$ cat config.mk
export PLATFORM = sky130hd
export DESIGN_NAME = signal_light_lockout_controller
export DESIGN_NICKNAME = d
export VERILOG_FILES = /design/src/rtl/core/slc_pkg.sv /design/src/rtl/core/slc_ram.sv /design/src/rtl/core/slc_front.sv /design/src/rtl/core/slc_queue.sv /design/src/rtl/core/slc_back.sv /design/src/rtl/core/signal_light_lockout_controller.sv
export SDC_FILE = /design/constraint.sdc
export NUM_CORES = 1
export LEC_CHECK = 0
export ABC_AREA = 1
export BUFFER_PORTS_ARGS = -buffer_cell sky130_fd_sc_hd__buf_2
export CAP_MARGIN = 15
export CELL_PAD_IN_SITES_DETAIL_PLACEMENT = 0
export CELL_PAD_IN_SITES_GLOBAL_PLACEMENT = 2
export CORE_MARGIN = 2
export CORE_UTILIZATION = 50
export CTS_BUF_LIST = sky130_fd_sc_hd__clkbuf_4 sky130_fd_sc_hd__clkbuf_8
export CTS_CLUSTER_SIZE = 20
export DETAILED_ROUTE_END_ITERATION = 10
export GPL_TIMING_DRIVEN = 0
export PLACE_DENSITY = 0.92
export SETUP_SLACK_MARGIN = 0.05
export SYNTH_ARGS = -nofsm -noshare
export SYNTH_HDL_FRONTEND = slang
export SYNTH_SLANG_ARGS = --single-unit
$ cat constraint.sdc
create_clock -name i_clk -period 4.5 [get_ports i_clk]
set_input_delay 0.225 -clock i_clk [delete_from_list [all_inputs] [get_ports i_clk]]
set_output_delay 0.225 -clock i_clk [all_outputs]
set_load 0.03 [all_outputs]
$ cat src/rtl/core/slc_pkg.sv
// Shared types, codes and letter constants of the signal light lockout controller.
// Used by the front end, queue, back end and top level of the block and by its port checker.
package slc_pkg;

    // Result limits of one input item
    localparam int NET_SLOTS   = 40;
    localparam int MAX_RESULTS = 32;

    // Decoded-request queue between front and back; depth must be a power of two
    localparam int QUEUE_DEPTH = 2;
    localparam int QPW         = $clog2(QUEUE_DEPTH);
    localparam int QCW         = $clog2(QUEUE_DEPTH + 1);

    // Input command codes
    localparam logic [1:0] CMD_MSG   = 2'd0;
    localparam logic [1:0] CMD_FAULT = 2'd1;
    localparam logic [1:0] CMD_JOIN  = 2'd2;

    // Sender types
    localparam logic [1:0] STYPE_CTRL    = 2'd0;
    localparam logic [1:0] STYPE_SPECIAL = 2'd1;

    // Result kinds
    localparam logic [1:0] KIND_CONF = 2'd0;
    localparam logic [1:0] KIND_IND  = 2'd1;
    localparam logic [1:0] KIND_ERR  = 2'd2;
    localparam logic [1:0] KIND_JOIN = 2'd3;

    // Message letters
    localparam logic [7:0] LTR_G = "G";
    localparam logic [7:0] LTR_Y = "Y";
    localparam logic [7:0] LTR_R = "R";
    localparam logic [7:0] LTR_O = "O";
    localparam logic [7:0] LTR_C = "C";
    localparam logic [7:0] LTR_S = "S";
    localparam logic [7:0] CONF_G = "g";
    localparam logic [7:0] CONF_Y = "y";
    localparam logic [7:0] CONF_R = "r";
    localparam logic [7:0] CONF_O = "o";
    localparam logic [7:0] CONF_C = "c";
    localparam logic [7:0] CONF_NONE = 8'h00;

    localparam logic [7:0] ALL_TARGET = 8'hFF;
    localparam logic [7:0] JOIN_CODE  = 8'hFF;

    typedef enum logic [1:0] {
        OP_CTRL,
        OP_SPECIAL,
        OP_FAULT,
        OP_JOIN
    } t_op_kind;

    typedef enum logic [3:0] {
        REQ_NONE,
        REQ_G,
        REQ_Y,
        REQ_R,
        REQ_O,
        REQ_CLR_R,
        REQ_CLR_Y,
        REQ_CLR_G,
        REQ_CLR_X
    } t_req;

    typedef enum logic [2:0] {
        MODE_CLEAR,
        MODE_GREEN,
        MODE_YELLOW,
        MODE_RED,
        MODE_STOP
    } t_mode;

    typedef enum logic [1:0] {
        COL_OFF,
        COL_GREEN,
        COL_YELLOW,
        COL_RED
    } t_colour;

    typedef struct packed {
        t_op_kind    kind;
        t_req        req;
        logic [7:0]  sender;
        logic [7:0]  net;
    } t_op;

    typedef struct packed {
        logic valid;
        t_op  op;
    } t_qhead;

    typedef enum logic [3:0] {
        S_IDLE,
        S_SRCH_RD,
        S_SRCH_CMP,
        S_APPLY,
        S_CONF,
        S_OFF,
        S_SOLID,
        S_ERR_RD,
        S_ERR_MATCH,
        S_ERR_DECIDE,
        S_ERR_LAST,
        S_JOIN_A,
        S_JOIN_B
    } t_state;

    function automatic logic [7:0] colour_letter(input t_colour c);
        logic [7:0] l;
        case (c)
            COL_GREEN:  l = LTR_G;
            COL_YELLOW: l = LTR_Y;
            COL_RED:    l = LTR_R;
            default:    l = LTR_O;
        endcase
        return l;
    endfunction

endpackage

$ cat src/rtl/core/slc_ram.sv
// Generic single-write, single-read RAM with registered read data.
// No dependencies.
module slc_ram #(
    parameter int WIDTH = 8,
    parameter int DEPTH = 32,
    localparam int AW = (DEPTH > 1) ? $clog2(DEPTH) : 1
) (
    input  logic             i_clk,
    input  logic             i_we,
    input  logic [AW-1:0]    i_waddr,
    input  logic [WIDTH-1:0] i_wdata,
    input  logic [AW-1:0]    i_raddr,
    output logic [WIDTH-1:0] o_rdata
);

    logic [WIDTH-1:0] r_mem [DEPTH];
    logic [WIDTH-1:0] r_rdata;

    always_ff @(posedge i_clk) begin
        if (i_we) begin
            r_mem[i_waddr] <= i_wdata;
        end
        r_rdata <= r_mem[i_raddr];
    end

    assign o_rdata = r_rdata;

endmodule

$ cat src/rtl/core/slc_front.sv
// Front end: accepts input requests and decodes them into queued operations.
// Depends on slc_pkg.
module slc_front
    import slc_pkg::*;
(
    input  logic       i_in_valid,
    input  logic [1:0] i_cmd,
    input  logic [7:0] i_sender,
    input  logic [1:0] i_sender_type,
    input  logic [7:0] i_sender_net,
    input  logic [7:0] i_request,
    input  logic [7:0] i_clear_target,
    input  logic       i_q_full,
    output logic       o_in_ready,
    output logic       o_push,
    output t_op        o_op
);

    t_req     w_req;
    t_op_kind w_kind;
    logic     w_keep;

    // Decode request letter and clear target
    always_comb begin
        unique case (i_request)
            LTR_G: w_req = REQ_G;
            LTR_Y: w_req = REQ_Y;
            LTR_R: w_req = REQ_R;
            LTR_O: w_req = REQ_O;
            LTR_C: begin
                unique case (i_clear_target)
                    LTR_R:   w_req = REQ_CLR_R;
                    LTR_Y:   w_req = REQ_CLR_Y;
                    LTR_G:   w_req = REQ_CLR_G;
                    default: w_req = REQ_CLR_X;
                endcase
            end
            default: w_req = REQ_NONE;
        endcase
    end

    // Classify; drop requests that can have no effect
    always_comb begin
        w_kind = OP_JOIN;
        w_keep = 1'b0;
        unique case (i_cmd)
            CMD_MSG: begin
                if (i_sender_type == STYPE_CTRL) begin
                    // controller table is refreshed even for unknown letters
                    w_kind = OP_CTRL;
                    w_keep = 1'b1;
                end else if (i_sender_type == STYPE_SPECIAL) begin
                    w_kind = OP_SPECIAL;
                    w_keep = (w_req != REQ_NONE);
                end
            end
            CMD_FAULT: begin
                w_kind = OP_FAULT;
                w_keep = 1'b1;
            end
            CMD_JOIN: begin
                w_kind = OP_JOIN;
                w_keep = 1'b1;
            end
            default: begin
                w_keep = 1'b0;
            end
        endcase
    end

    assign o_in_ready   = !i_q_full;
    assign o_push       = i_in_valid && !i_q_full && w_keep;
    assign o_op.kind    = w_kind;
    assign o_op.req     = w_req;
    assign o_op.sender  = i_sender;
    assign o_op.net     = i_sender_net;

endmodule

$ cat src/rtl/core/slc_queue.sv
// Short FIFO of decoded operations between front and back end.
// Depends on slc_pkg.
module slc_queue
    import slc_pkg::*;
(
    input  logic   i_clk,
    input  logic   i_rst_n,
    input  logic   i_push,
    input  t_op    i_op,
    input  logic   i_pop,
    output logic   o_full,
    output t_qhead o_head
);

    t_op              r_mem [QUEUE_DEPTH];
    logic [QPW-1:0]   r_wptr;
    logic [QPW-1:0]   r_rptr;
    logic [QCW-1:0]   r_cnt;

    always_ff @(posedge i_clk) begin
        if (i_push) begin
            r_mem[r_wptr] <= i_op;
        end
    end

    // Pointers wrap naturally; depth is a power of two
    always_ff @(posedge i_clk) begin
        if (!i_rst_n) begin
            r_wptr <= '0;
            r_rptr <= '0;
            r_cnt  <= '0;
        end else begin
            if (i_push) begin
                r_wptr <= r_wptr + QPW'(1);
            end
            if (i_pop) begin
                r_rptr <= r_rptr + QPW'(1);
            end
            case ({i_push, i_pop})
                2'b10:   r_cnt <= r_cnt + QCW'(1);
                2'b01:   r_cnt <= r_cnt - QCW'(1);
                default: r_cnt <= r_cnt;
            endcase
        end
    end

    assign o_full       = (r_cnt == QCW'(QUEUE_DEPTH));
    assign o_head.valid = (r_cnt != '0);
    assign o_head.op    = r_mem[r_rptr];

endmodule

$ cat src/rtl/core/slc_back.sv
// Back end: lockout state, controller table walks and result sequencing.
// Depends on slc_pkg and slc_ram.
module slc_back
    import slc_pkg::*;
#(
    parameter int MAX_CONTROLLERS = 32
) (
    input  logic       i_clk,
    input  logic       i_rst_n,
    input  t_qhead     i_head,
    output logic       o_pop,
    output logic       o_out_valid,
    input  logic       i_out_ready,
    output logic [1:0] o_kind,
    output logic [7:0] o_code,
    output logic [7:0] o_target,
    output logic [7:0] o_mode,
    output logic       o_last
);

    localparam int IW     = (MAX_CONTROLLERS > 1) ? $clog2(MAX_CONTROLLERS) : 1;
    localparam int CW     = $clog2(MAX_CONTROLLERS + 1);
    localparam int SEEN_A = (MAX_CONTROLLERS < NET_SLOTS) ? MAX_CONTROLLERS : NET_SLOTS;
    localparam int SEEN   = (SEEN_A < MAX_RESULTS) ? SEEN_A : MAX_RESULTS;
    localparam int SW     = (SEEN > 1) ? $clog2(SEEN) : 1;
    localparam int UW     = $clog2(SEEN + 1);

    t_state        r_state, n_state;
    t_op           r_op;
    t_mode         r_mode;
    t_colour       r_req_col;
    t_colour       r_shown;
    logic          r_blocked;
    logic [CW-1:0] r_count;
    logic [CW-1:0] r_idx;
    logic [7:0]    r_conf;
    logic [UW-1:0] r_used;
    logic [SEEN-1:0] r_seen_v;
    logic [7:0]    r_seen_net [SEEN];
    logic [SEEN-1:0] r_match;
    logic [7:0]    r_cur_id;
    logic [7:0]    r_cur_net;
    logic [7:0]    r_pend_id;

    logic          r_out_valid;
    logic [1:0]    r_kind;
    logic [7:0]    r_code;
    logic [7:0]    r_target;
    logic [7:0]    r_mode_out;
    logic          r_last;

    logic [7:0]    w_id_rdata;
    logic [7:0]    w_net_rdata;
    logic          w_we_id;
    logic          w_we_net;
    logic [IW-1:0] w_waddr;
    logic [SEEN-1:0] w_match;

    logic          w_load;
    logic          w_emit;
    logic [1:0]    e_kind;
    logic [7:0]    e_code;
    logic [7:0]    e_target;
    logic [7:0]    e_mode;
    logic          e_last;
    logic          w_cnt_inc;
    logic          w_idx_inc;
    logic          w_apply;
    logic          w_show;
    logic          w_block_set;
    logic          w_new;
    logic          w_go;
    logic          w_end;
    logic          w_take_new;
    logic          w_id_hit;

    t_mode         ap_mode;
    t_colour       ap_col;
    logic [7:0]    ap_conf;

    slc_ram #(.WIDTH(8), .DEPTH(MAX_CONTROLLERS)) u_id_ram (
        .i_clk   (i_clk),
        .i_we    (w_we_id),
        .i_waddr (w_waddr),
        .i_wdata (r_op.sender),
        .i_raddr (r_idx[IW-1:0]),
        .o_rdata (w_id_rdata)
    );

    slc_ram #(.WIDTH(8), .DEPTH(MAX_CONTROLLERS)) u_net_ram (
        .i_clk   (i_clk),
        .i_we    (w_we_net),
        .i_waddr (w_waddr),
        .i_wdata (r_op.net),
        .i_raddr (r_idx[IW-1:0]),
        .o_rdata (w_net_rdata)
    );

    assign w_load   = !r_out_valid || i_out_ready;
    assign w_id_hit = (w_id_rdata == r_op.sender);
    assign w_new    = ~|r_match;
    assign w_go     = !(w_new && (r_used != '0)) || w_load;
    assign w_end    = ((r_idx + CW'(1)) == r_count) ||
                      (w_new && ((r_used + UW'(1)) == UW'(SEEN)));
    assign w_take_new = (r_state == S_ERR_DECIDE) && w_go && w_new;

    // Compare the net just read against every net already served
    always_comb begin
        for (int k = 0; k < SEEN; k++) begin
            w_match[k] = r_seen_v[k] && (r_seen_net[k] == w_net_rdata);
        end
    end

    // Lockout rules for controller and special-device requests
    always_comb begin
        ap_mode = r_mode;
        ap_col  = r_req_col;
        ap_conf = CONF_NONE;
        if (r_op.kind == OP_SPECIAL) begin
            case (r_op.req)
                REQ_R: begin
                    ap_mode = MODE_STOP;   ap_col = COL_RED;    ap_conf = CONF_R;
                end
                REQ_Y: begin
                    ap_mode = MODE_YELLOW; ap_col = COL_YELLOW; ap_conf = CONF_Y;
                end
                REQ_O: begin
                    ap_mode = MODE_CLEAR;  ap_col = COL_OFF;    ap_conf = CONF_O;
                end
                REQ_CLR_R, REQ_CLR_Y, REQ_CLR_G, REQ_CLR_X: begin
                    ap_mode = MODE_CLEAR;  ap_conf = CONF_C;
                end
                default: ap_conf = CONF_NONE;
            endcase
        end else begin
            case (r_op.req)
                REQ_G: begin
                    if (r_mode == MODE_CLEAR || r_mode == MODE_GREEN) begin
                        ap_mode = MODE_GREEN; ap_col = COL_GREEN; ap_conf = CONF_G;
                    end
                end
                REQ_Y: begin
                    if (r_mode == MODE_CLEAR || r_mode == MODE_GREEN ||
                        r_mode == MODE_YELLOW) begin
                        ap_mode = MODE_YELLOW; ap_col = COL_YELLOW; ap_conf = CONF_Y;
                    end
                end
                REQ_R: begin
                    // red is honored in every mode, stop included
                    ap_mode = MODE_RED; ap_col = COL_RED; ap_conf = CONF_R;
                end
                REQ_CLR_R: begin
                    if (r_mode == MODE_CLEAR || r_mode == MODE_RED) begin
                        ap_mode = MODE_CLEAR; ap_conf = CONF_C;
                    end
                end
                REQ_CLR_Y: begin
                    if (r_mode == MODE_GREEN) begin
                        ap_col = COL_YELLOW;
                    end
                    if (r_mode == MODE_CLEAR || r_mode == MODE_GREEN ||
                        r_mode == MODE_YELLOW) begin
                        ap_mode = MODE_CLEAR; ap_conf = CONF_C;
                    end
                end
                REQ_CLR_G: begin
                    if (r_mode == MODE_CLEAR || r_mode == MODE_GREEN) begin
                        ap_mode = MODE_CLEAR; ap_conf = CONF_C;
                    end
                end
                default: ap_conf = CONF_NONE;
            endcase
        end
    end

    // Next state
    always_comb begin
        n_state = r_state;
        unique case (r_state)
            S_IDLE: begin
                if (i_head.valid) begin
                    unique case (i_head.op.kind)
                        OP_CTRL:    n_state = S_SRCH_RD;
                        OP_SPECIAL: n_state = S_APPLY;
                        OP_FAULT:   n_state = (r_blocked || r_count == '0) ? S_IDLE : S_ERR_RD;
                        OP_JOIN:    n_state = S_JOIN_A;
                    endcase
                end
            end
            S_SRCH_RD:    n_state = (r_idx == r_count) ? S_APPLY : S_SRCH_CMP;
            S_SRCH_CMP:   n_state = w_id_hit ? S_APPLY : S_SRCH_RD;
            S_APPLY:      n_state = S_CONF;
            S_CONF: begin
                if (r_conf == CONF_NONE || w_load) begin
                    n_state = S_OFF;
                end
            end
            S_OFF: begin
                if (r_req_col == r_shown) begin
                    n_state = S_IDLE;
                end else if (w_load) begin
                    n_state = (r_req_col == COL_OFF) ? S_IDLE : S_SOLID;
                end
            end
            S_SOLID:      n_state = w_load ? S_IDLE : S_SOLID;
            S_ERR_RD:     n_state = S_ERR_MATCH;
            S_ERR_MATCH:  n_state = S_ERR_DECIDE;
            S_ERR_DECIDE: begin
                if (w_go) begin
                    n_state = w_end ? S_ERR_LAST : S_ERR_RD;
                end
            end
            S_ERR_LAST:   n_state = w_load ? S_IDLE : S_ERR_LAST;
            S_JOIN_A:     n_state = w_load ? S_JOIN_B : S_JOIN_A;
            S_JOIN_B:     n_state = w_load ? S_IDLE : S_JOIN_B;
            default:      n_state = S_IDLE;
        endcase
    end

    // State outputs
    always_comb begin
        o_pop       = 1'b0;
        w_emit      = 1'b0;
        e_kind      = KIND_CONF;
        e_code      = 8'h00;
        e_target    = 8'h00;
        e_mode      = 8'h00;
        e_last      = 1'b0;
        w_we_id     = 1'b0;
        w_we_net    = 1'b0;
        w_waddr     = r_idx[IW-1:0];
        w_cnt_inc   = 1'b0;
        w_idx_inc   = 1'b0;
        w_apply     = 1'b0;
        w_show      = 1'b0;
        w_block_set = 1'b0;
        unique case (r_state)
            S_IDLE: begin
                o_pop = i_head.valid;
            end
            S_SRCH_RD: begin
                // end of table: append when there is room
                if (r_idx == r_count && r_count < CW'(MAX_CONTROLLERS)) begin
                    w_we_id   = 1'b1;
                    w_we_net  = 1'b1;
                    w_waddr   = r_count[IW-1:0];
                    w_cnt_inc = 1'b1;
                end
            end
            S_SRCH_CMP: begin
                if (w_id_hit) begin
                    w_we_net = 1'b1;
                end else begin
                    w_idx_inc = 1'b1;
                end
            end
            S_APPLY: begin
                w_apply = 1'b1;
            end
            S_CONF: begin
                if (r_conf != CONF_NONE) begin
                    w_emit   = w_load;
                    e_kind   = KIND_CONF;
                    e_code   = r_conf;
                    e_target = r_op.sender;
                    e_last   = (r_req_col == r_shown);
                end
            end
            S_OFF: begin
                if (r_req_col != r_shown) begin
                    w_emit      = w_load;
                    e_kind      = KIND_IND;
                    e_target    = ALL_TARGET;
                    e_mode      = LTR_O;
                    e_last      = (r_req_col == COL_OFF);
                    w_block_set = w_load;
                    w_show      = w_load && (r_req_col == COL_OFF);
                end
            end
            S_SOLID: begin
                w_emit = w_load;
                e_kind = KIND_IND;
                e_code = colour_letter(r_req_col);
                e_mode = LTR_S;
                e_last = 1'b1;
                w_show = w_load;
            end
            S_ERR_RD, S_ERR_MATCH: begin
                w_emit = 1'b0;
            end
            S_ERR_DECIDE: begin
                // release the held error once another one is known to follow
                if (w_new && r_used != '0) begin
                    w_emit   = w_load;
                    e_kind   = KIND_ERR;
                    e_code   = colour_letter(r_shown);
                    e_target = r_pend_id;
                end
                w_idx_inc = w_go;
            end
            S_ERR_LAST: begin
                w_emit   = w_load;
                e_kind   = KIND_ERR;
                e_code   = colour_letter(r_shown);
                e_target = r_pend_id;
                e_last   = 1'b1;
            end
            S_JOIN_A, S_JOIN_B: begin
                w_emit = w_load;
                e_kind = KIND_JOIN;
                e_code = JOIN_CODE;
                e_last = (r_state == S_JOIN_B);
            end
            default: begin
                w_emit = 1'b0;
            end
        endcase
    end

    // Control state
    always_ff @(posedge i_clk) begin
        if (!i_rst_n) begin
            r_state     <= S_IDLE;
            r_mode      <= MODE_CLEAR;
            r_req_col   <= COL_OFF;
            r_shown     <= COL_OFF;
            r_blocked   <= 1'b1;
            r_count     <= '0;
            r_idx       <= '0;
            r_used      <= '0;
            r_seen_v    <= '0;
            r_out_valid <= 1'b0;
        end else begin
            r_state <= n_state;
            if (o_pop) begin
                r_idx <= '0;
                if (i_head.op.kind == OP_FAULT) begin
                    r_blocked <= 1'b0;
                    r_used    <= '0;
                    r_seen_v  <= '0;
                end
            end
            if (w_cnt_inc) begin
                r_count <= r_count + CW'(1);
            end
            if (w_idx_inc) begin
                r_idx <= r_idx + CW'(1);
            end
            if (w_apply) begin
                r_mode    <= ap_mode;
                r_req_col <= ap_col;
            end
            if (w_block_set) begin
                r_blocked <= 1'b1;
            end
            if (w_show) begin
                r_shown <= r_req_col;
            end
            if (w_take_new) begin
                r_seen_v[r_used[SW-1:0]] <= 1'b1;
                r_used <= r_used + UW'(1);
            end
            if (w_emit) begin
                r_out_valid <= 1'b1;
            end else if (i_out_ready) begin
                r_out_valid <= 1'b0;
            end
        end
    end

    // Datapath registers
    always_ff @(posedge i_clk) begin
        if (o_pop) begin
            r_op <= i_head.op;
        end
        if (w_apply) begin
            r_conf <= ap_conf;
        end
        if (r_state == S_ERR_MATCH) begin
            r_cur_id  <= w_id_rdata;
            r_cur_net <= w_net_rdata;
            r_match   <= w_match;
        end
        if (w_take_new) begin
            r_pend_id                  <= r_cur_id;
            r_seen_net[r_used[SW-1:0]] <= r_cur_net;
        end
        if (w_emit) begin
            r_kind     <= e_kind;
            r_code     <= e_code;
            r_target   <= e_target;
            r_mode_out <= e_mode;
            r_last     <= e_last;
        end
    end

    assign o_out_valid = r_out_valid;
    assign o_kind      = r_kind;
    assign o_code      = r_code;
    assign o_target    = r_target;
    assign o_mode      = r_mode_out;
    assign o_last      = r_last;

endmodule

$ cat src/rtl/core/signal_light_lockout_controller.sv
// Top level of the signal light lockout controller: front decoder, queue, back end.
// Depends on slc_pkg, slc_front, slc_queue, slc_back and slc_ram.
//
//  Channel   Direction  Handshake                  Payload
//  input     in         i_in_valid / o_in_ready    i_cmd i_sender i_sender_type
//                                                  i_sender_net i_request i_clear_target
//  output    out        o_out_valid / i_out_ready  o_kind o_code o_target o_mode o_last
//
// A request is decoded combinationally by the front end and waits in a two-entry
// queue; the back end handles one request at a time. Controller messages search the
// table one entry per read (states SRCH_RD, SRCH_CMP); lamp fault samples walk it
// through ERR_RD, ERR_MATCH and ERR_DECIDE for each entry; join requests send a pair
// of join results. A stalled output holds any of these steps that emits a result.
// Reset is synchronous and active low; it clears all control state. The table RAMs
// are not cleared: only entries below the fill count are read.
// A stalled output holds the back end; the front keeps taking requests until the
// queue is full.
module signal_light_lockout_controller
    import slc_pkg::*;
#(
    parameter int MAX_CONTROLLERS = 32
) (
    input  logic       i_clk,
    input  logic       i_rst_n,
    input  logic       i_in_valid,
    output logic       o_in_ready,
    input  logic [1:0] i_cmd,
    input  logic [7:0] i_sender,
    input  logic [1:0] i_sender_type,
    input  logic [7:0] i_sender_net,
    input  logic [7:0] i_request,
    input  logic [7:0] i_clear_target,
    output logic       o_out_valid,
    input  logic       i_out_ready,
    output logic [1:0] o_kind,
    output logic [7:0] o_code,
    output logic [7:0] o_target,
    output logic [7:0] o_mode,
    output logic       o_last
);

    logic   w_q_full;
    logic   w_push;
    t_op    w_op;
    logic   w_pop;
    t_qhead w_head;

    // Decode each request; drop those that can have no effect
    slc_front u_front (
        .i_in_valid     (i_in_valid),
        .i_cmd          (i_cmd),
        .i_sender       (i_sender),
        .i_sender_type  (i_sender_type),
        .i_sender_net   (i_sender_net),
        .i_request      (i_request),
        .i_clear_target (i_clear_target),
        .i_q_full       (w_q_full),
        .o_in_ready     (o_in_ready),
        .o_push         (w_push),
        .o_op           (w_op)
    );

    // Hold decoded requests so front and back stall independently
    slc_queue u_queue (
        .i_clk   (i_clk),
        .i_rst_n (i_rst_n),
        .i_push  (w_push),
        .i_op    (w_op),
        .i_pop   (w_pop),
        .o_full  (w_q_full),
        .o_head  (w_head)
    );

    // Apply lockout rules, walk the controller table, sequence results
    slc_back #(
        .MAX_CONTROLLERS (MAX_CONTROLLERS)
    ) u_back (
        .i_clk       (i_clk),
        .i_rst_n     (i_rst_n),
        .i_head      (w_head),
        .o_pop       (w_pop),
        .o_out_valid (o_out_valid),
        .i_out_ready (i_out_ready),
        .o_kind      (o_kind),
        .o_code      (o_code),
        .o_target    (o_target),
        .o_mode      (o_mode),
        .o_last      (o_last)
    );

endmodule

==> results by group, run 1 <==
Place
  • DP Area: between 0.04 and 0.05 mm^2
  • DP Worst Slack: between 1 and 1.5 ns
  • Dpl hpwl: 85200 um
  • PortBufs: between 60 and 70
  • GPL Wtd Cong: about 0.97
  • Placed Cells: 4422

Clock tree
  • Clk Latency, worst-skew pair: 0.83 ns
  • Reg clk slew, reported paths: 0.06 ns
  • Clock Sinks: 1002
  • H-tree levels: 4
  • Cts-stage hold buffer count: 43
  • Post-CTS sizing: 0
  • CTS buffer count: ~160
  • Setup bufs post-CTS: 0
  • Clock root buffer: clkbuf_8
  • CTS tree: yes
  • CTS max path bufs: 3

Global route
  • Congestion Overflow GR: 0
  • Initial antenna violation count: 5
  • Grt met2 use: 0.456
  • Largest net degree at the start of global routing: 35
  • Vias in the first global route: between 20k and 30k
  • Met3 Use GR: 0.102
  • Total Routing Usage GR: 0.310
  • Met1 Use GR: 0.427
  • First-pass GRT wire length: 189000 um
  • Most Crowded Layer GR: met2

Hold path
  • Hold Crit Start: i_clear_target[4]
  • Worst hold path type: in -> reg
  • Hold endpoint: u_queue.r_mem[0][17]
  • Hold Crit Depth: 6

Timing
  • RSZ-0062 raised after global routing: false
  • Fin. Hold Viols: 0
  • Actual slew at the worst max-slew pin: ~1.3 ns
  • Tcrit/Tclk final: 0.788
  • Final setup fails: 0
  • Fin crit period: approximately 3.5 ns
  • Setup Skew: between 0.04 and 0.05 ns
  • Worst Setup Slack, final: around 0.95 ns
  • F_max: roughly 0.28 GHz
  • Setup TNS: 0 ns
  • Pins Over Slew Limit: 0
  • Max-Slew Margin vs Limit: 0.161

Power and ir drop
  • Pwr per Cell Area: between 500 and 600 mW/mm^2
  • Power Total: roughly 27 mW
  • Leak Pwr: ~16 nW
  • Peak VDD IR: between 300 and 400 uV

Setup path
  • Worst setup SP type: register
  • CP max stage delay: between 0.7 and 0.8 ns
  • Crit path kind: reg -> reg
  • CP Cell Sequence: buf_2, clkbuf_1, o21ai_0, o22ai_1, o21ai_0, o21ai_1, nor2_1, a21oi_1
  • WP data required: a little over 5 ns
  • CP most frequent cell: o21ai_0
  • FF-to-FF path depth: 8
  • Crit path arrival time: about 4.2 ns
  • R2r startpoint: u_back.r_idx[1]
  • CP top delay family: compound AO/OA/AOI/OAI gates
  • Kind of end point of the critical path: register
  • Crit-path slowest cell: a21oi_1
  • Crit path buffers/inverters: 2
  • R2R Setup Slk: 0.95 ns
  • R2R Path End: u_back.u_net_ram.o_rdata[0]
  • Max FO, Critical Path: 10

Yosys
  • Cell taking the most area after synthesis: edfxtp_1
  • Avg Inst Size Synth: approximately 12 um^2
  • Top-count cell post-synth: edfxtp_1
  • Synth top area cells: edfxtp_1 (67%), dfxtp_1 (4.1%), nor2_1 (4.0%)
  • Sequential-to-total area share from yosys stat: 0.715
  • Yosys top cell area share: 0.674
  • Synth async-reset ratio: 0
  • Flops & latches, synth: 1002
  • Synth top cells by count: edfxtp_1 (918), nor2_1 (432), nand2_1 (357), o21ai_0 (324), inv_1 (153)
  • Synth Cell Area: 0.0409 mm^2
  • Number of synthesized flops with an enable pin: between 900 and 1k
  • Synth unique cells: 50
  • Top FF cell, synth: edfxtp_1
  • Synthesis Warnings: 0
  • Post-Synthesis Cells: around 3.3k

Status
  • Outcome: complete, no violations

Die
  • Num rows: roughly 100
  • Die Y: roughly 290 um
  • Die Wd: approximately 290 um
  • I/O Pins: between 60 and 70
  • Initial core utilization: 0.506
  • Die area: 0.0841 mm^2
  • Core Area: between 0.08 and 0.09 mm^2

Drt
  • Avg WL per Cell: 27.8 um
  • ANT nets after route: 0
  • Final WL: approximately 130000 um
  • Drt pass-1 iters: 6
  • Drc violations: 0
  • Initial DRC Count: between 4k and 5k
  • Vias: around 30k
  • Via/cell ratio: about 6.3

Finish
  • Fin cells: approximately 4.8k
  • Layout area overhead: 14.8%
  • # nets final: 3628
  • Layout cells sized above 1: 0.140
  • Fin area: about 0.047 mm^2

Flow run
  • Max-Cap Viols: 0
==> cell type report <==
type / count / area [um^2]
clock inverters: 50 / 387
well taps: 1060 / 1330
diodes: 2 / 5.00
inverters: 178 / 668
flip-flops and latches: 1002 / 29200
multi-input cells: 1914 / 10200
fillers: 6437 / 33900
plain buffers: 185 / 821
clock buffers: 243 / 2940
repair buffers: 134 / 1370
==> registers in the layout, indices dropped and copies added, names as in the netlist, 8 cells and up, named ones only <==
register and flops:
u_back.r_seen_net 256, u_back.u_id_ram.r_mem 256, u_back.u_net_ram.r_mem 256, u_queue.r_mem 44
u_back.r_match 32, u_back.r_seen_v 32, u_back.r_op 22, u_back.o_code 8
u_back.o_target 8, u_back.r_cur_id 8, u_back.r_cur_net 8, u_back.r_pend_id 8
u_back.u_id_ram.o_rdata 8, u_back.u_net_ram.o_rdata 8
==> worst max-delay path by stage <==
stage                    startpoint                            end  slack, ns  cells after the start
finish              u_back.r_idx[1]    u_back.u_net_ram.o_rdata[0]       0.95                      8
floorplan              i_request[5]            u_queue.r_mem[0][0]       2.02                     10
global route        u_back.r_idx[0]    u_back.u_net_ram.o_rdata[0]       1.03                      9
CTS                 u_back.r_op[11]  u_back.u_net_ram.r_mem[19][4]       1.02                      8
detailed placement  u_back.r_op[11]  u_back.u_net_ram.r_mem[19][0]       1.07                      8
global placement     u_back.r_op[8]  u_back.u_net_ram.r_mem[10][2]       0.86                      7
==> metrics by stage <==
stage | utilization | hold WS (ns)
2_1_floorplan | - | 0.324
3_3_place_gp | 0.527 | 0.404
3_5_place_dp | 0.532 | 0.405
4_1_cts | 0.578 | 0.0111
5_1_grt | 0.581 | 0.0924
6_report | 0.581 | 0.0951
==> placed cells by master (no fill, tap or decap), drive strengths merged, types with 26 or more instances in the layout <==
master       Yosys  routed
o22ai           72      72
o221ai         107     107
nor2           478     478
inv            178     185
edfxtp         918     918
nand2          358     358
nand3          114     114
a221oi          36      36
dfxtp           84      84
o21ai          348     348
xor2            63      63
buf             72     163
xnor2           35      35
dlygate4sd3      0      43
nor3            26      26
clkinv           0      40
nor4            27      27
a21oi          115     115
clkbuf         113     356
==> cells by family after synthesis <==
| logic type | after synthesis | share of synthesized area |
|---|---|---|
| xor gates and xnor gates | 98 | 0.0210 |
| muxes | 20 | 0.00551 |
| adders and majority gates | 12 | 0.00367 |
| AOI/OAI and AO/OA | 748 | 0.111 |
| DFF | 1002 | 0.715 |
| buffers and inverters | 363 | 0.0364 |
| and+or+nand+nor | 1034 | 0.107 |
| other | 1 | 0.0000917 |
==> worst min-delay path, delay by kind of cell <==
family | cells | cell delay (ns)
simple gates | 3 | 0.17
buf+inv | 2 | 0.17
compound gates | 1 | 0.12
==> per-layer routing <==
metal / vias to the layer above / wire [um]
met3: 346 / 19000
li1: 12700 / -
met1: 14600 / 50800
met2: 2199 / 57300
met4: 4 / 5380
met5: - / 24
==> where the power goes <==
group          total [mW]  leakage [nW]  switching (mW)  internal (mW)
sequential           11.9          8.98           0.668           11.3
clock                8.03          1.77            3.70           4.34
combinational        7.08          5.42            5.26           1.82
total                27.0          16.2            9.62           17.4
Note: power is estimated with default switching activity, not from simulation.
==> inputs of run 2 (changes only) <==
ABC_AREA = 0   (was 1)
PLACE_DENSITY = 0.86   (was 0.92)
clock period = 3.3 ns   (was 4.5 ns; I/O delays follow)
==> run 2 against run 1 <==
  * Register-to-register slack got worse by 0.81 ns
  * Cell area increased by 0.53%
  * Non-clock buffer count decreased by 38
  * Critical path type unchanged
  * Combinational power increased by 10%
  * Global-route usage decreased by 7.0 points
  * Routed wire length decreased by 25%
==> results by group, run 2 <==
Setup path
  • R2r startpoint: u_back.r_idx[1]
  • Crit path arrival time: 3.82 ns (-0.35 ns)
  • Worst setup SP type: register
  • R2R Setup Slk: 0.14 ns (-0.81 ns)
  • WP data required: 3.96 ns (-1.16 ns)
  • Crit-path slowest cell: clkbuf_1
  • Kind of end point of the critical path: register
  • Crit path kind: reg -> reg
  • CP Cell Sequence: clkbuf_1, clkbuf_1, mux4_2, mux4_2, mux2_2
  • Max FO, Critical Path: 10 (unchanged)
  • CP max stage delay: 0.73 ns (-0.05 ns)
  • Worst setup path start: u_back.r_idx[1]

Place
  • PortBufs: 66 (unchanged)
  • Dpl hpwl: 64400 um (-24%)
  • DP Worst Slack: -0.803 ns (-1.87 ns)
  • GPL Wtd Cong: 0.874 (-10%)
  • Placed Cells: 3455 (-22%)
  • DP Area: 0.0425 mm^2 (-1.1%)

Timing
  • Actual slew at the worst max-slew pin: 1.26 ns (+0.00172 ns)
  • RSZ-0062 raised after global routing: false
  • F_max: 0.316 GHz (+12%)
  • Setup Skew: 0.0453 ns (-0.00265 ns)
  • Fin crit period: 3.16 ns (-0.386 ns)
  • Final setup fails: 0 (unchanged)
  • Pins Over Slew Limit: 0 (unchanged)
  • Setup TNS: 0 ns (unchanged)
  • Hold_ws: 0.0875 ns (-0.00756 ns)
  • Tcrit/Tclk final: 0.958 (+0.170)
  • Max-Slew Margin vs Limit: 0.160 (-0.00115)
  • Fin. Hold Viols: 0 (unchanged)
  • Worst Setup Slack, final: 0.138 ns (-0.814 ns)

Finish
  • Fin cells: 3811 (-20%)
  • Filler cell count: 5908 (-8.2%)
  • Multi-input logic area: 0.0113 mm^2 (+11%)
  • Layout cells sized above 1: 0.267 (+0.127)
  • Most frequent cells in the layout: edfxtp_1 (918), xor2_1 (163), clkbuf_8 (163)
  • Seq. cell area: 0.0292 mm^2 (unchanged)
  • Layout area overhead: 16.7%
  • # nets final: 2671 (-26%)
  • Fin area: 0.0472 mm^2 (+0.53%)
  • Commonest non-fill, non-tap cell in the layout: edfxtp_1

Clock tree
  • Clock Sinks: 1002 (unchanged)
  • Clk Latency, worst-skew pair: 0.81 ns (-0.02 ns)
  • H-tree levels: 4 (unchanged)
  • CTS max path bufs: 3 (unchanged)
  • Clock root buffer: clkbuf_8
  • CTS buffer count: 158 (-1.9%)
  • CTS tree: yes
  • Reg clk slew, reported paths: 0.06 ns (about the same)

Yosys
  • Synth Cell Area: 0.0404 mm^2 (-1.1%)
  • Cell taking the most area after synthesis: edfxtp_1
  • Synth Area in Simple Gates: 0.0601 (-0.0470)
  • Yosys top cell area share: 0.682 (+0.00776)
  • Adder-Cell Fraction of Synth Area: 0.00396 (+0.000290)
  • Synth async-reset ratio: 0 (unchanged)
  • Synth top area cells: edfxtp_1 (68%), mux4_2 (8.9%), dfxtp_1 (4.2%)
  • Mux share of post-synthesis cell area: 0.103 (+0.0972)
  • Top-count cell post-synth: edfxtp_1
  • Number of synthesized flops with an enable pin: 918 (unchanged)
  • Synth Area in XOR/XNOR: 0.0624 (+0.0414)
  • Post-Synthesis Cells: 2309 (-30%)
  • Avg Inst Size Synth: 17.5 um^2 (+40%)
  • Synthesis Warnings: 0 (unchanged)
  • Largest family of logic cells by synthesized area: multiplexers
  • Compound-gate portion of the synthesized area: 0.0311 (-0.0798)
  • Synth unique cells: 79 (+58%)
  • Synth top cells by count: edfxtp_1 (918), nor2_1 (171), xor2_1 (163), mux4_2 (160), xnor2_1 (125)
  • Top FF cell, synth: edfxtp_1
  • Flops & latches, synth: 1002 (unchanged)
  • Sequential-to-total area share from yosys stat: 0.724 (+0.00824)

Power and ir drop
  • Peak VDD IR: 485 uV (+21%)
  • Pwr per Cell Area: 723 mW/mm^2 (+26%)
  • Leak Pwr: 15.0 nW (-6.9%)

Global route
  • Largest net degree at the start of global routing: 33 (-5.7%)
  • Total Routing Usage GR: 0.240 (-0.0700)
  • First-pass GRT wire length: 145000 um (-23%)
  • Vias in the first global route: 22.4k (-22%)
  • Initial antenna violation count: 4 (-1)
  • Congestion Overflow GR: 0 (unchanged)

Drt
  • Vias: 22.3k (-25%)
  • Avg WL per Cell: 26.0 um (-6.4%)
  • Drt pass-1 iters: 6 (unchanged)
  • Drc violations: 0 (unchanged)
  • Final WL: 99100 um (-25%)
  • Initial DRC Count: 2474 (-45%)
  • ANT nets after route: 0 (unchanged)
  • Via/cell ratio: 5.86 (-6.4%)

Die
  • Die area: 0.0831 mm^2 (-1.1%)
  • Initial core utilization: 0.504 (-0.00252)
  • Die Y: 288 um (-0.56%)
  • I/O Pins: 69 (unchanged)
  • Die Wd: 288 um (-0.56%)
  • Core Area: 0.0803 mm^2 (-0.64%)
  • Num rows: 104 (unchanged)

Status
  • Outcome: complete, no violations

Flow run
  • Max-Cap Viols: 0 (unchanged)

Hold path
  • Hold Crit Start: i_sender_net[4]
  • Worst hold path type: in -> reg
run 2: kinds of logic after synthesis:
family	count (synthesis)
buffers and inverters	154
XOR/XNOR	288
AND/OR/NAND/NOR	473
other	1
multiplexers	210
flip-flops	1002
adder cells (fa/ha/maj)	13
AO/OA/AOI/OAI	168
run 2: what timing repair did:
action / CTS / global route
gates resized for setup: 161 / 51
setup buffers: 18 / 2
gates cloned: 0 / 1
pin swaps: 1 / 5
setup endpoints to repair: 803 / 605
hold buffers: 38 / 0
endpoints found under the hold margin: 54 / 0
run 2: worst paths after layout:
path / end / cells past startpoint
worst max-delay path: u_back.u_id_ram.o_rdata[0] / 5
worst min-delay path: u_queue.r_mem[0][4] / 2
worst max register to register: u_back.u_id_ram.o_rdata[0] / 5
worst min register to register: u_back.r_pend_id[3] / 0
run 2: area by class of cell:
class	count	share of cell area
Tap cell	1060	0.0281
Multi-Input combinational cell	1154	0.240
Clock inverter	77	0.0116
Timing Repair inverter	1	0.000106
Antenna cell	1	0.0000530
Sequential cell	1002	0.620
Clock buffer	214	0.0557
Inverter	21	0.00175
Timing Repair Buffer	150	0.0304
Buffer	131	0.0123
run 2: critical path: cells and delay by family (launching register included):
kind                   cells  cell delay (ns)
DFF                        1             0.35
buffers and inverters      2             1.41
muxes                      3             1.26
run 2: stage by stage:
step                      total power, mW   util
after floorplan                      20.6      -
after global placement               22.9  0.524
after detailed placement             23.4  0.529
after CTS                            34.1  0.582
after global routing                 35.4  0.588
final                                34.1  0.588
run 2: metal layers:
layer	track usage	up-vias	routed length, um
met5	0	-	0
li1	-	9697	-
met1	0.331	11500	40900
met4	0.0692	0	2520
met2	0.393	954	48300
met3	0.0468	163	7450
run 2: power breakdown:
group / switching [mW] / internal, mW / leakage [nW]
sequential: 0.598 / 15.3 / 8.99
combinational: 4.86 / 2.95 / 4.37
clock: 4.94 / 5.50 / 1.68
